===== src/rtl/llcp_ptd_pkg.sv =====
// Shared types, record type codes and constants for the LLCP parameter decoder.
`timescale 1ns / 1ps

package llcp_ptd_pkg;

   // Record type codes
   localparam logic [7:0] T_VERSION = 8'd1;
   localparam logic [7:0] T_MIUX    = 8'd2;
   localparam logic [7:0] T_WKS     = 8'd3;
   localparam logic [7:0] T_LTO     = 8'd4;
   localparam logic [7:0] T_RW      = 8'd5;
   localparam logic [7:0] T_SN      = 8'd6;
   localparam logic [7:0] T_OPT     = 8'd7;
   localparam logic [7:0] T_SDREQ   = 8'd8;
   localparam logic [7:0] T_SDRES   = 8'd9;
   localparam logic [7:0] T_NONE    = 8'd0;

   localparam logic [15:0] MIU_BASE       = 16'd128;
   localparam logic [15:0] LTO_DEFAULT_MS = 16'd100;
   localparam logic [15:0] LTO_UNIT_MS    = 16'd10;
   localparam logic [10:0] MIUX_MASK      = 11'h7ff;
   localparam logic [3:0]  RW_MASK        = 4'hf;
   localparam logic [5:0]  SAP_MASK       = 6'h3f;

   // Command queue between front and back end
   localparam int QDEPTH = 4;

   typedef enum logic [1:0] {
      KIND_PARAM = 2'd0,
      KIND_STR   = 2'd1,
      KIND_END   = 2'd2
   } llcp_kind_type;

   typedef struct packed {
      logic [7:0] data_byte;
      logic       last_byte;
   } llcp_req_type;

   typedef struct packed {
      llcp_kind_type kind;
      logic [7:0]    param_type;
      logic [15:0]   value;
      logic [7:0]    tid;
      logic [5:0]    sap;
      logic [7:0]    str_len;
      logic [7:0]    str_byte;
      logic          dropped;
      logic          last_of_run;
   } llcp_rsp_type;

   // One classified input byte: which results it causes and the data they need
   typedef struct packed {
      logic       ev_str;
      logic       ev_fin;
      logic       ev_end;
      logic [7:0] rec_type;
      logic [7:0] rec_len;
      logic [7:0] v0;
      logic [7:0] cur;
      logic [7:0] end_type;
      logic       drop;
   } llcp_cmd_type;

endpackage


===== src/rtl/llcp_ptd_front.sv =====
// Front end: accepts buffer bytes, tracks the record parse and classifies each byte.
`timescale 1ns / 1ps

module llcp_ptd_front
   import llcp_ptd_pkg::*;
(
   input  logic         clock,
   input  logic         reset,
   input  logic         req_valid,
   input  llcp_req_type req_data,
   output logic         req_ready,
   output logic         push_valid,
   output llcp_cmd_type push_data,
   input  logic         push_ready
);

   typedef enum logic [1:0] {
      PH_TYPE = 2'd0,
      PH_LEN  = 2'd1,
      PH_VAL  = 2'd2
   } phase_type;

   phase_type  phase_ff, phase_in, phase_nx;
   logic [7:0] rec_type_ff, rec_type_in, rec_type_nx;
   logic [7:0] rec_len_ff, rec_len_in, rec_len_nx;
   logic [7:0] seen_ff, seen_in, seen_nx;
   logic [7:0] first_ff, first_in, first_nx;
   logic [7:0] seen_inc;
   logic       fin, str, cut, take;
   logic       fin_ok;
   llcp_cmd_type cmd;

   assign take     = req_valid && req_ready;
   assign req_ready = push_ready;
   assign seen_inc = seen_ff + 8'd1;

   // Does a completed record produce a decoded result?
   always_comb begin
      case (rec_type_nx)
         T_VERSION, T_LTO, T_RW, T_OPT: fin_ok = (rec_len_nx == 8'd1);
         T_MIUX, T_WKS, T_SDRES:        fin_ok = (rec_len_nx == 8'd2);
         T_SN:                          fin_ok = 1'b1;
         T_SDREQ:                       fin_ok = (rec_len_nx != 8'd0);
         default:                       fin_ok = 1'b0;
      endcase
   end

   always_comb begin
      phase_nx    = phase_ff;
      rec_type_nx = rec_type_ff;
      rec_len_nx  = rec_len_ff;
      seen_nx     = seen_ff;
      first_nx    = first_ff;
      fin         = 1'b0;
      str         = 1'b0;
      case (phase_ff)
         PH_LEN: begin
            rec_len_nx = req_data.data_byte;
            seen_nx    = 8'd0;
            if (req_data.data_byte == 8'd0) begin
               fin      = 1'b1;
               phase_nx = PH_TYPE;
            end else begin
               phase_nx = PH_VAL;
            end
         end
         PH_VAL: begin
            if (seen_ff == 8'd0) first_nx = req_data.data_byte;
            str     = (rec_type_ff == T_SN) ||
                      ((rec_type_ff == T_SDREQ) && (seen_ff != 8'd0));
            seen_nx = seen_inc;
            if (seen_inc == rec_len_ff) begin
               fin      = 1'b1;
               phase_nx = PH_TYPE;
            end
         end
         default: begin
            rec_type_nx = req_data.data_byte;
            rec_len_nx  = 8'd0;
            seen_nx     = 8'd0;
            first_nx    = 8'd0;
            phase_nx    = PH_LEN;
         end
      endcase

      cut = (phase_nx != PH_TYPE);

      cmd.ev_str   = str;
      cmd.ev_fin   = fin && fin_ok;
      cmd.ev_end   = req_data.last_byte;
      cmd.rec_type = rec_type_nx;
      cmd.rec_len  = rec_len_nx;
      cmd.v0       = first_nx;
      cmd.cur      = (phase_ff == PH_LEN) ? 8'd0 : req_data.data_byte;
      cmd.end_type = cut ? rec_type_nx : T_NONE;
      cmd.drop     = (phase_nx == PH_VAL) &&
                     ((rec_type_nx == T_SN) || (rec_type_nx == T_SDREQ));

      // The last byte closes the buffer: drop back to the reset state
      if (req_data.last_byte) begin
         phase_in    = PH_TYPE;
         rec_type_in = 8'd0;
         rec_len_in  = 8'd0;
         seen_in     = 8'd0;
         first_in    = 8'd0;
      end else begin
         phase_in    = phase_nx;
         rec_type_in = rec_type_nx;
         rec_len_in  = rec_len_nx;
         seen_in     = seen_nx;
         first_in    = first_nx;
      end
   end

   // Push only bytes that cause at least one result
   assign push_valid = req_valid && (cmd.ev_str || cmd.ev_fin || cmd.ev_end);
   assign push_data  = cmd;

   always_ff @(posedge clock) begin
      if (reset) begin
         phase_ff    <= PH_TYPE;
         rec_type_ff <= 8'd0;
         rec_len_ff  <= 8'd0;
         seen_ff     <= 8'd0;
         first_ff    <= 8'd0;
      end else if (take) begin
         phase_ff    <= phase_in;
         rec_type_ff <= rec_type_in;
         rec_len_ff  <= rec_len_in;
         seen_ff     <= seen_in;
         first_ff    <= first_in;
      end
   end

endmodule


===== src/rtl/llcp_ptd_queue.sv =====
// Short command queue between front and back end.
`timescale 1ns / 1ps

module llcp_ptd_queue
   import llcp_ptd_pkg::*;
(
   input  logic         clock,
   input  logic         reset,
   input  logic         wr_valid,
   input  llcp_cmd_type wr_data,
   output logic         wr_ready,
   output logic         rd_valid,
   output llcp_cmd_type rd_data,
   input  logic         rd_ready
);

   localparam int PW = $clog2(QDEPTH);
   localparam int CW = $clog2(QDEPTH + 1);

   llcp_cmd_type      slot_ff [QDEPTH];
   logic [PW-1:0]     wr_ptr_ff, wr_ptr_in;
   logic [PW-1:0]     rd_ptr_ff, rd_ptr_in;
   logic [CW-1:0]     count_ff, count_in;
   logic              do_wr, do_rd;

   assign wr_ready = (count_ff != CW'(QDEPTH));
   assign rd_valid = (count_ff != '0);
   assign rd_data  = slot_ff[rd_ptr_ff];
   assign do_wr    = wr_valid && wr_ready;
   assign do_rd    = rd_valid && rd_ready;

   always_comb begin
      wr_ptr_in = wr_ptr_ff;
      rd_ptr_in = rd_ptr_ff;
      count_in  = count_ff;
      if (do_wr) begin
         wr_ptr_in = (wr_ptr_ff == PW'(QDEPTH - 1)) ? '0 : wr_ptr_ff + PW'(1);
      end
      if (do_rd) begin
         rd_ptr_in = (rd_ptr_ff == PW'(QDEPTH - 1)) ? '0 : rd_ptr_ff + PW'(1);
      end
      if (do_wr && !do_rd) begin
         count_in = count_ff + CW'(1);
      end else if (do_rd && !do_wr) begin
         count_in = count_ff - CW'(1);
      end
   end

   always_ff @(posedge clock) begin
      if (do_wr) slot_ff[wr_ptr_ff] <= wr_data;
   end

   always_ff @(posedge clock) begin
      if (reset) begin
         wr_ptr_ff <= '0;
         rd_ptr_ff <= '0;
         count_ff  <= '0;
      end else begin
         wr_ptr_ff <= wr_ptr_in;
         rd_ptr_ff <= rd_ptr_in;
         count_ff  <= count_in;
      end
   end

endmodule


===== src/rtl/llcp_ptd_back.sv =====
// Back end: expands each command into its results and drives the output register.
`timescale 1ns / 1ps

module llcp_ptd_back
   import llcp_ptd_pkg::*;
(
   input  logic         clock,
   input  logic         reset,
   input  logic         cmd_valid,
   input  llcp_cmd_type cmd_data,
   output logic         cmd_ready,
   output logic         rsp_valid,
   output llcp_rsp_type rsp_data,
   input  logic         rsp_ready
);

   llcp_cmd_type cmd_ff;
   logic [2:0]   pend_ff, pend_in;   // {end, fin, str}
   logic [2:0]   pick, pend_left;
   logic         rsp_valid_ff, rsp_valid_in;
   llcp_rsp_type rsp_ff, res;
   logic         can_load, emit;
   logic [15:0]  v0_w, lto_ms;

   assign can_load  = !rsp_valid_ff || rsp_ready;
   assign emit      = can_load && (pend_ff != 3'b000);
   assign pick      = pend_ff & (~pend_ff + 3'd1);
   assign pend_left = emit ? (pend_ff & ~pick) : pend_ff;
   assign cmd_ready = (pend_left == 3'b000);

   assign v0_w   = {8'd0, cmd_ff.v0};
   assign lto_ms = (cmd_ff.v0 == 8'd0) ? LTO_DEFAULT_MS : 16'(v0_w * LTO_UNIT_MS);

   always_comb begin
      res             = '0;
      res.param_type  = cmd_ff.rec_type;
      res.last_of_run = (pend_left == 3'b000);
      if (pick[0]) begin
         res.kind     = KIND_STR;
         res.str_byte = cmd_ff.cur;
         if (cmd_ff.rec_type == T_SDREQ) begin
            res.tid     = cmd_ff.v0;
            res.str_len = cmd_ff.rec_len - 8'd1;
         end else begin
            res.str_len = cmd_ff.rec_len;
         end
      end else if (pick[1]) begin
         res.kind = KIND_PARAM;
         case (cmd_ff.rec_type)
            T_VERSION, T_OPT: res.value = v0_w;
            T_MIUX:  res.value = {5'd0, {cmd_ff.v0[2:0], cmd_ff.cur} & MIUX_MASK} + MIU_BASE;
            T_WKS:   res.value = {cmd_ff.v0, cmd_ff.cur};
            T_LTO:   res.value = lto_ms;
            T_RW:    res.value = {12'd0, cmd_ff.v0[3:0] & RW_MASK};
            T_SN:    res.str_len = cmd_ff.rec_len;
            T_SDREQ: begin
               res.tid     = cmd_ff.v0;
               res.str_len = cmd_ff.rec_len - 8'd1;
            end
            T_SDRES: begin
               res.tid = cmd_ff.v0;
               res.sap = cmd_ff.cur[5:0] & SAP_MASK;
            end
            default: res.value = 16'd0;
         endcase
      end else begin
         res.kind       = KIND_END;
         res.param_type = cmd_ff.end_type;
         res.dropped    = cmd_ff.drop;
      end
   end

   always_comb begin
      pend_in = pend_left;
      if (cmd_ready && cmd_valid) begin
         pend_in = {cmd_data.ev_end, cmd_data.ev_fin, cmd_data.ev_str};
      end
      if (emit) begin
         rsp_valid_in = 1'b1;
      end else if (rsp_ready) begin
         rsp_valid_in = 1'b0;
      end else begin
         rsp_valid_in = rsp_valid_ff;
      end
   end

   always_ff @(posedge clock) begin
      if (reset) begin
         pend_ff      <= 3'b000;
         rsp_valid_ff <= 1'b0;
      end else begin
         pend_ff      <= pend_in;
         rsp_valid_ff <= rsp_valid_in;
      end
   end

   always_ff @(posedge clock) begin
      if (cmd_ready && cmd_valid) cmd_ff <= cmd_data;
      if (emit) rsp_ff <= res;
   end

   assign rsp_valid = rsp_valid_ff;
   assign rsp_data  = rsp_ff;

endmodule


===== src/rtl/llcp_param_tlv_decoder.sv =====
// Top level of the LLCP parameter TLV decoder: front end, command queue, back end.
`timescale 1ns / 1ps
//
//  channel   direction  handshake            payload
//  req_*     in         req_valid/req_ready  llcp_req_type  (data_byte, last_byte)
//  rsp_*     out        rsp_valid/rsp_ready  llcp_rsp_type  (kind ... last_of_run)
//
//  A byte is taken every cycle while the command queue has room (four entries).
//  The back end delivers one result per cycle while rsp_ready allows, so a byte
//  that causes several results holds the back end until all have gone out; bytes causing none never enter the queue.
//  A byte reaches its first result through the queue slot, the back end command register and the output register.
//  Reset is synchronous and clears parse state, queue pointers and output valid.
//  A stalled rsp side fills the queue, then req_ready drops; neither side waits
//  on the other otherwise.

module llcp_param_tlv_decoder
   import llcp_ptd_pkg::*;
(
   input  logic         clock,
   input  logic         reset,
   input  logic         req_valid,
   output logic         req_ready,
   input  llcp_req_type req_data,
   output logic         rsp_valid,
   input  logic         rsp_ready,
   output llcp_rsp_type rsp_data
);

   logic         push_valid, push_ready;
   llcp_cmd_type push_data;
   logic         pop_valid, pop_ready;
   llcp_cmd_type pop_data;

   // Classify each byte and advance the record parse
   llcp_ptd_front u_front (
      .clock      (clock),
      .reset      (reset),
      .req_valid  (req_valid),
      .req_data   (req_data),
      .req_ready  (req_ready),
      .push_valid (push_valid),
      .push_data  (push_data),
      .push_ready (push_ready)
   );

   // Hold classified commands until the back end is free
   llcp_ptd_queue u_queue (
      .clock    (clock),
      .reset    (reset),
      .wr_valid (push_valid),
      .wr_data  (push_data),
      .wr_ready (push_ready),
      .rd_valid (pop_valid),
      .rd_data  (pop_data),
      .rd_ready (pop_ready)
   );

   // Expand commands into result transfers
   llcp_ptd_back u_back (
      .clock     (clock),
      .reset     (reset),
      .cmd_valid (pop_valid),
      .cmd_data  (pop_data),
      .cmd_ready (pop_ready),
      .rsp_valid (rsp_valid),
      .rsp_data  (rsp_data),
      .rsp_ready (rsp_ready)
   );

`ifndef SYNTHESIS
   // End of buffer is always the final result of its byte
   a_end_last: assert property (@(posedge clock) disable iff (reset)
      rsp_valid && (rsp_data.kind == KIND_END) |-> rsp_data.last_of_run)
      else $error("end-of-buffer result without last_of_run");

   // Only string bytes carry text
   a_str_byte: assert property (@(posedge clock) disable iff (reset)
      rsp_valid && (rsp_data.kind != KIND_STR) |-> (rsp_data.str_byte == 8'd0))
      else $error("str_byte set on a non-string result");

   // Discard flag appears only on end of buffer
   a_dropped: assert property (@(posedge clock) disable iff (reset)
      rsp_valid && rsp_data.dropped |-> (rsp_data.kind == KIND_END))
      else $error("dropped set on a non-end result");

   // The input stalls only while the command queue holds a command
   a_queue_flow: assert property (@(posedge clock) disable iff (reset)
      !req_ready |-> pop_valid)
      else $error("input stalled with an empty command queue");
`endif

endmodule


===== config.mk =====
export PLATFORM = sky130hd
export DESIGN_NAME = llcp_param_tlv_decoder
export DESIGN_NICKNAME = d
export VERILOG_FILES = /design/src/rtl/llcp_ptd_pkg.sv /design/src/rtl/llcp_ptd_front.sv /design/src/rtl/llcp_ptd_queue.sv /design/src/rtl/llcp_ptd_back.sv /design/src/rtl/llcp_param_tlv_decoder.sv
export SDC_FILE = /design/constraint.sdc
export NUM_CORES = 1
export LEC_CHECK = 0
export BUFFER_PORTS_ARGS = -buffer_cell sky130_fd_sc_hd__buf_2
export CORE_MARGIN = 5
export CORE_UTILIZATION = 54
export CTS_CLUSTER_DIAMETER = 80
export CTS_CLUSTER_SIZE = 12
export DETAILED_ROUTE_END_ITERATION = 6
export GPL_ROUTABILITY_DRIVEN = 0
export HOLD_SLACK_MARGIN = 0.03
export MAX_ROUTING_LAYER = met4
export PLACE_DENSITY = 0.72
export SYNTH_ARGS = -nofsm -noshare
export SYNTH_HDL_FRONTEND = slang
export SYNTH_HIERARCHICAL = 1
export SYNTH_SLANG_ARGS = --single-unit

===== constraint.sdc =====
create_clock -name clock -period 4.6 [get_ports clock]
set_input_delay 0.46 -clock clock [delete_from_list [all_inputs] [get_ports clock]]
set_output_delay 0.46 -clock clock [all_outputs]
set_load 0.05 [all_outputs]

Word level (Yosys, flattened, before mapping) --
Memory sizes are Yosys's and may differ from the RTL's. A register that Yosys moved wholly into a read port is not among the register bits. Index checks and enable logic that the tools add are counted.
Cells by class: $mul 1, add/sub/neg operators 8, mux-type cells 45, reductions and logical operators 37, bitwise gates (word level) 6, equal/unequal tests 29
Operator list (count):
- $mux W8 | 15
- $pmux W16 S5 | 1
- $eq A8 B3 Y1 const B | 9
- $pmux W8 S2 | 3
- $eq A8 B2 Y1 const B | 5
- $eq A8 B4 Y1 const B | 5
- $mux W38 | 1
- $eq A8 B1 Y1 const B | 3
- $logic_not A8 Y1 | 3
- $mux W24 | 1
- $mux W16 | 1
- $mux W2 | 8
- $reduce_bool A8 Y1 | 2
- $add A11 B8 Y12 const B | 1
- $mux W3 | 4
- $mul A8 B3 Y11 const B | 1
- $logic_and A1 B1 Y1 | 10
- $reduce_or A2 Y1 | 5
- $add A8 B1 Y8 const B | 1
- $eq A2 B2 Y1 const B | 4
- $eq A8 B8 Y1 | 1
- $sub A8 B1 Y8 const B | 1
- $mux W1 | 7
- $add A3 B1 Y3 const B | 2
- 18 further kinds | 32
Storage, ports and cells: input port bits 13, output and inout bits 60, bits in registers 144, memories 1, memory bits (writable) 176, logic and storage cells 152
Memories:
- u_queue.slot_ff | depth 4, bits a word 44, read ports 1, clocked after Yosys merged registers in 1, write ports 1, line llcp_ptd_queue.sv:20 | llcp_cmd_type slot_ff [QDEPTH];

Depth between registers and ports, before layout --
depth in word-level cells 15, mapped depth 17, mapped depth without buffers 16

Cells and area by module --
Netlist, hierarchy kept.
By module, submodules not included:
- llcp_ptd_queue | area each 6815.3 um^2, sequential area each 5465.2 um^2, cells an instance 278, instances 1
- llcp_ptd_back | area each 4657.0 um^2, sequential area each 3052.9 um^2, cells an instance 330, instances 1
- llcp_ptd_front | area each 2324.7 um^2, sequential area each 680.7 um^2, cells an instance 295, instances 1

Least setup slack after synthesis --
Ideal clock, no wire load.
kind reg-to-reg, start register u_back.pend_ff[0], end register u_back.rsp_ff (netlist bit u_back/rsp_data[0]) (enable), stages on the path, launching flop included 5, buffers on the path 1, arrival time 3248 ps, slack 878 ps, data required time 4125 ps, path through dfxtp_1 -> clkbuf_1 -> or2_1 -> nor2_1 -> nor2_1
Between the ends: longest elaborated chain between the ends 2
RTL lines:
- start, declared | line llcp_ptd_back.sv:18 | logic [2:0] pend_ff, pend_in;
- start signal, assigned | line llcp_ptd_back.sv:92 | pend_ff <= pend_in;
- $reduce_bool A3 Y1 | line llcp_ptd_back.sv:26 | assign emit = can_load && (pend_ff != 3'b000);
- $logic_and A1 B1 Y1 | line llcp_ptd_back.sv:26
- net u_back.emit | line llcp_ptd_back.sv:22 | logic can_load, emit;
- end signal, assigned | line llcp_ptd_back.sv:99 | if (emit) rsp_ff <= res;
- end, declared | line llcp_ptd_back.sv:21 | llcp_rsp_type rsp_ff, res;
The timed path passes the listed nets, and every way through them passes these cells. A chain may end at the register's enable or synchronous reset.

==> results.sh <==
export IMPL_outcome="finished, final reports clean"
export IMPL_cts_buffers=30
export IMPL_fillerInstances=1888
export IMPL_max_freq_mhz=243.3
export IMPL_dp_cells=1271
export IMPL_synth_nets=942
export IMPL_holdBufCountCts=0
export IMPL_final_common_cell="edfxtp_1"
export IMPL_grt_usage_pct=19.92
export IMPL_first_pass_iters=5
export IMPL_layout_min_cycle_time_ns=4.110
export IMPL_synth_seq_area_share_pct=66.67
export IMPL_end_kind="flop"
export IMPL_min_path_cells=1
export IMPL_start_util_pct=54.79
export IMPL_report_final_slew_viol_count=0
export IMPL_global_route_usage_met2_pct=30.11
export IMPL_grt_setup_unrepaired="false"
export IMPL_cts_num_sinks=322
export IMPL_synth_area_um2=13800
export IMPL_syn_inst=903
export IMPL_ir_worst_vdd_v=0.0005342
export IMPL_yosys_most_used_dff="edfxtp_1"
export IMPL_synth_edf_count=275
export IMPL_cts_reportedPaths_clkPinSlew_ns=0.06
export IMPL_synthToLayoutAreaGrowth_pct=11.21
export IMPL_worstPathRequired_ns=5.07
export IMPL_grt_max_degree=52
export IMPL_grt_pass1_wl_mm=43.84
export IMPL_worstSetupStartpointType="flop"
export IMPL_dp_slack_ns=0.5736
export IMPL_crit_fanout=8
export IMPL_grt_use_met1_pct=28.41
export IMPL_cts_repair_resized=0
export IMPL_synth_area_per_cell_um2=15.28
export IMPL_fin_util_pct=60.93
export IMPL_routed_wl_mm=27.43
export IMPL_relSlewSlack_pct=32.94
export IMPL_yosysWarnings=6
export IMPL_power_density_nw_per_um2=653.7
export IMPL_p_leak_nw=5.102
export IMPL_rr_worst_depth=16
export IMPL_stdcell_count=1327
export IMPL_gr_usage_met3_pct=3.113
export IMPL_drive_gt1_share_pct=23.17
export IMPL_drt_iter0_markers=702
export IMPL_hold_class="input pin to flop"
export IMPL_routedWlPerCell_um=20.67
export IMPL_synth_top_area_share_pct=59.85
export IMPL_clkLatencyLatePin_ns=0.55
export IMPL_viasPerCell=5.939
export IMPL_layout_nets=1012
export IMPL_finalSetupViolations=0
export IMPL_synth_area_leaders="edfxtp_1 60%, mux4_2 7.2%, dfxtp_1 6.8%"
export IMPL_cts_setup_buffers=0
export IMPL_grt_busiest_layer="met2"
export IMPL_grt_overflow_total=0
export IMPL_dieArea_um2=28850
export IMPL_ant_nets=0
export IMPL_final_cell_mix="275 x edfxtp_1, 72 x buf_2, 67 x nor2_1, 45 x dfxtp_1, 44 x mux4_2"
export IMPL_antenna_cells=0
export IMPL_crit_arrival_ns=4.58
export IMPL_rows=58
export IMPL_drv_cap=0
export IMPL_clock_skew_final_ns=0.02023
export IMPL_synth_top_area_cell="edfxtp_1"
export IMPL_whs_ns=0.2787
export IMPL_portBuffers=72
export IMPL_num_io_pins=73
export IMPL_crit_type="flop to flop"
export IMPL_cts_htree_levels=1
export IMPL_final_setup_worst_slack_ns=0.4898
export IMPL_fp_dieH_um=169.8
export IMPL_vias=7881
export IMPL_core_um2=25180
export IMPL_setup_tns_ns=0
export IMPL_finalCritPeriodShare_pct=89.35
export IMPL_ys_seq_elements=322
export IMPL_dp_hpwl_mm=18.22
export IMPL_cts_root_buffer="clkbuf_16"
export IMPL_async_flop_share_pct=0
export IMPL_cts_tree="yes"
export IMPL_tightest_slew_ns=1.006
export IMPL_drc=0
export IMPL_antenna_found_initial=0
export IMPL_hold_violations=0
export IMPL_first_global_vias=7825
export IMPL_cts_buffer_depth=3
export IMPL_die_x_um=169.8
export IMPL_yosysUniqueCellTypes=91
[logic make-up (layout without fill, tap and decap cells)]
| group | Yosys count | count (layout) | synth area share [%] |
|---|---|---|---|
| flip-flops | 322 | 322 | 66.67 |
| AND/OR/NAND/NOR | 241 | 241 | 9.767 |
| AO/OA/AOI/OAI | 155 | 155 | 8.461 |
| buffers and inverters | 76 | 170 | 2.584 |
| multiplexers | 63 | 63 | 8.751 |
| adder cells (fa/ha/maj) | 28 | 28 | 2.621 |
| XOR/XNOR | 18 | 18 | 1.143 |
[cell type report]
cell class                      count  area (um2)  share of cell area, %
Inverter                           30       112.6                 0.7339
Multi-Input combinational cell    505        4249                  27.69
Sequential cell                   322        9201                  59.97
Tap cell                          330       412.9                  2.691
Timing Repair Buffer               84       488.0                  3.180
Clock buffer                       56       879.6                  5.733
[through the flow]
step                      cell area (um2)  power (W)
after detailed placement            14460   0.007859
after CTS                           15340    0.01011
after floorplan                     13800   0.007050
after global routing                15340    0.01055
final                               15340    0.01003
after global placement              14460   0.007795
[per-layer routing]
layer | vias up | wire [um]
met5 | - | 0
met4 | 0 | 719
met3 | 54 | 1795
met2 | 298 | 12810
met1 | 3891 | 12100
li1 | 3638 | -
[critical path, cell delays in order, from the launching register on]
cell,delay (ns)
dfxtp_1,0.36
inv_1,0.05
ha_1,0.47
mux2i_1,0.38
inv_1,0.20
nor3_1,0.17
o2111ai_1,0.13
nand2_1,0.10
a31oi_1,0.12
a221oi_2,0.45
and2_4,0.25
ha_1,0.18
inv_1,0.06
fa_1,0.37
xor2_1,0.17
or3_2,0.40
a21oi_1,0.14
[synth_stat cells (6+ instances only)]
cell type  count
edfxtp_1     275
nor2_1        68
dfxtp_1       47
mux4_2        44
a22oi_1       34
nand2_1       34
a21oi_1       31
inv_1         28
and2_1        24
ha_1          24
o21ai_0       18
nor2b_1       15
nor3_1        14
buf_2         13
clkbuf_1      13
mux2_2        11
nand3_1       11
xnor2_1       11
buf_4         10
nand2b_1      10
a21oi_2        8
o21ai_2        8
a311oi_1       7
and3_1         7
mux2i_1        7
xor2_1         7
a21o_1         6
buf_1          6
nand3b_1       6
nor4_1         6
[power breakdown]
part	switching (W)	internal [W]	total (W)
Sequential	0.000420	0.00400	0.00442
Combinational	0.00233	0.00103	0.00336
Clock	0.000981	0.00127	0.00225
Total	0.00373	0.00630	0.0100
[state kept, by name, summed over array words and instances (netlist names), 3 cells and up, named ones only]
register and cells:
u_queue/count_ff 3, u_front/first_ff 8, u_back/rsp_data 58, u_queue/slot_ff 176, u_front/seen_ff 8, u_back/cmd_ff 41, u_front/rec_type_ff 8, u_back/pend_ff 3
u_front/rec_len_ff 8
[final timing paths]
path / from / endpoint / slack, ns
worst max register to register: u_front/phase_ff[0]$_SDFFE_PP0P_ / u_queue/count_ff[2]$_SDFFE_PP0P_ / 0.49
worst min register to register: u_queue/rd_ptr_ff[0]$_SDFFE_PP0P_ / flop / 0.51
worst max-delay path: u_front/phase_ff[0]$_SDFFE_PP0P_ / u_queue/count_ff[2]$_SDFFE_PP0P_ / 0.49
worst min-delay path: req_data[0] / u_queue/slot_ff[1][41]$_DFFE_PP_ / 0.28
Note: power is estimated with default switching activity, not from simulation.
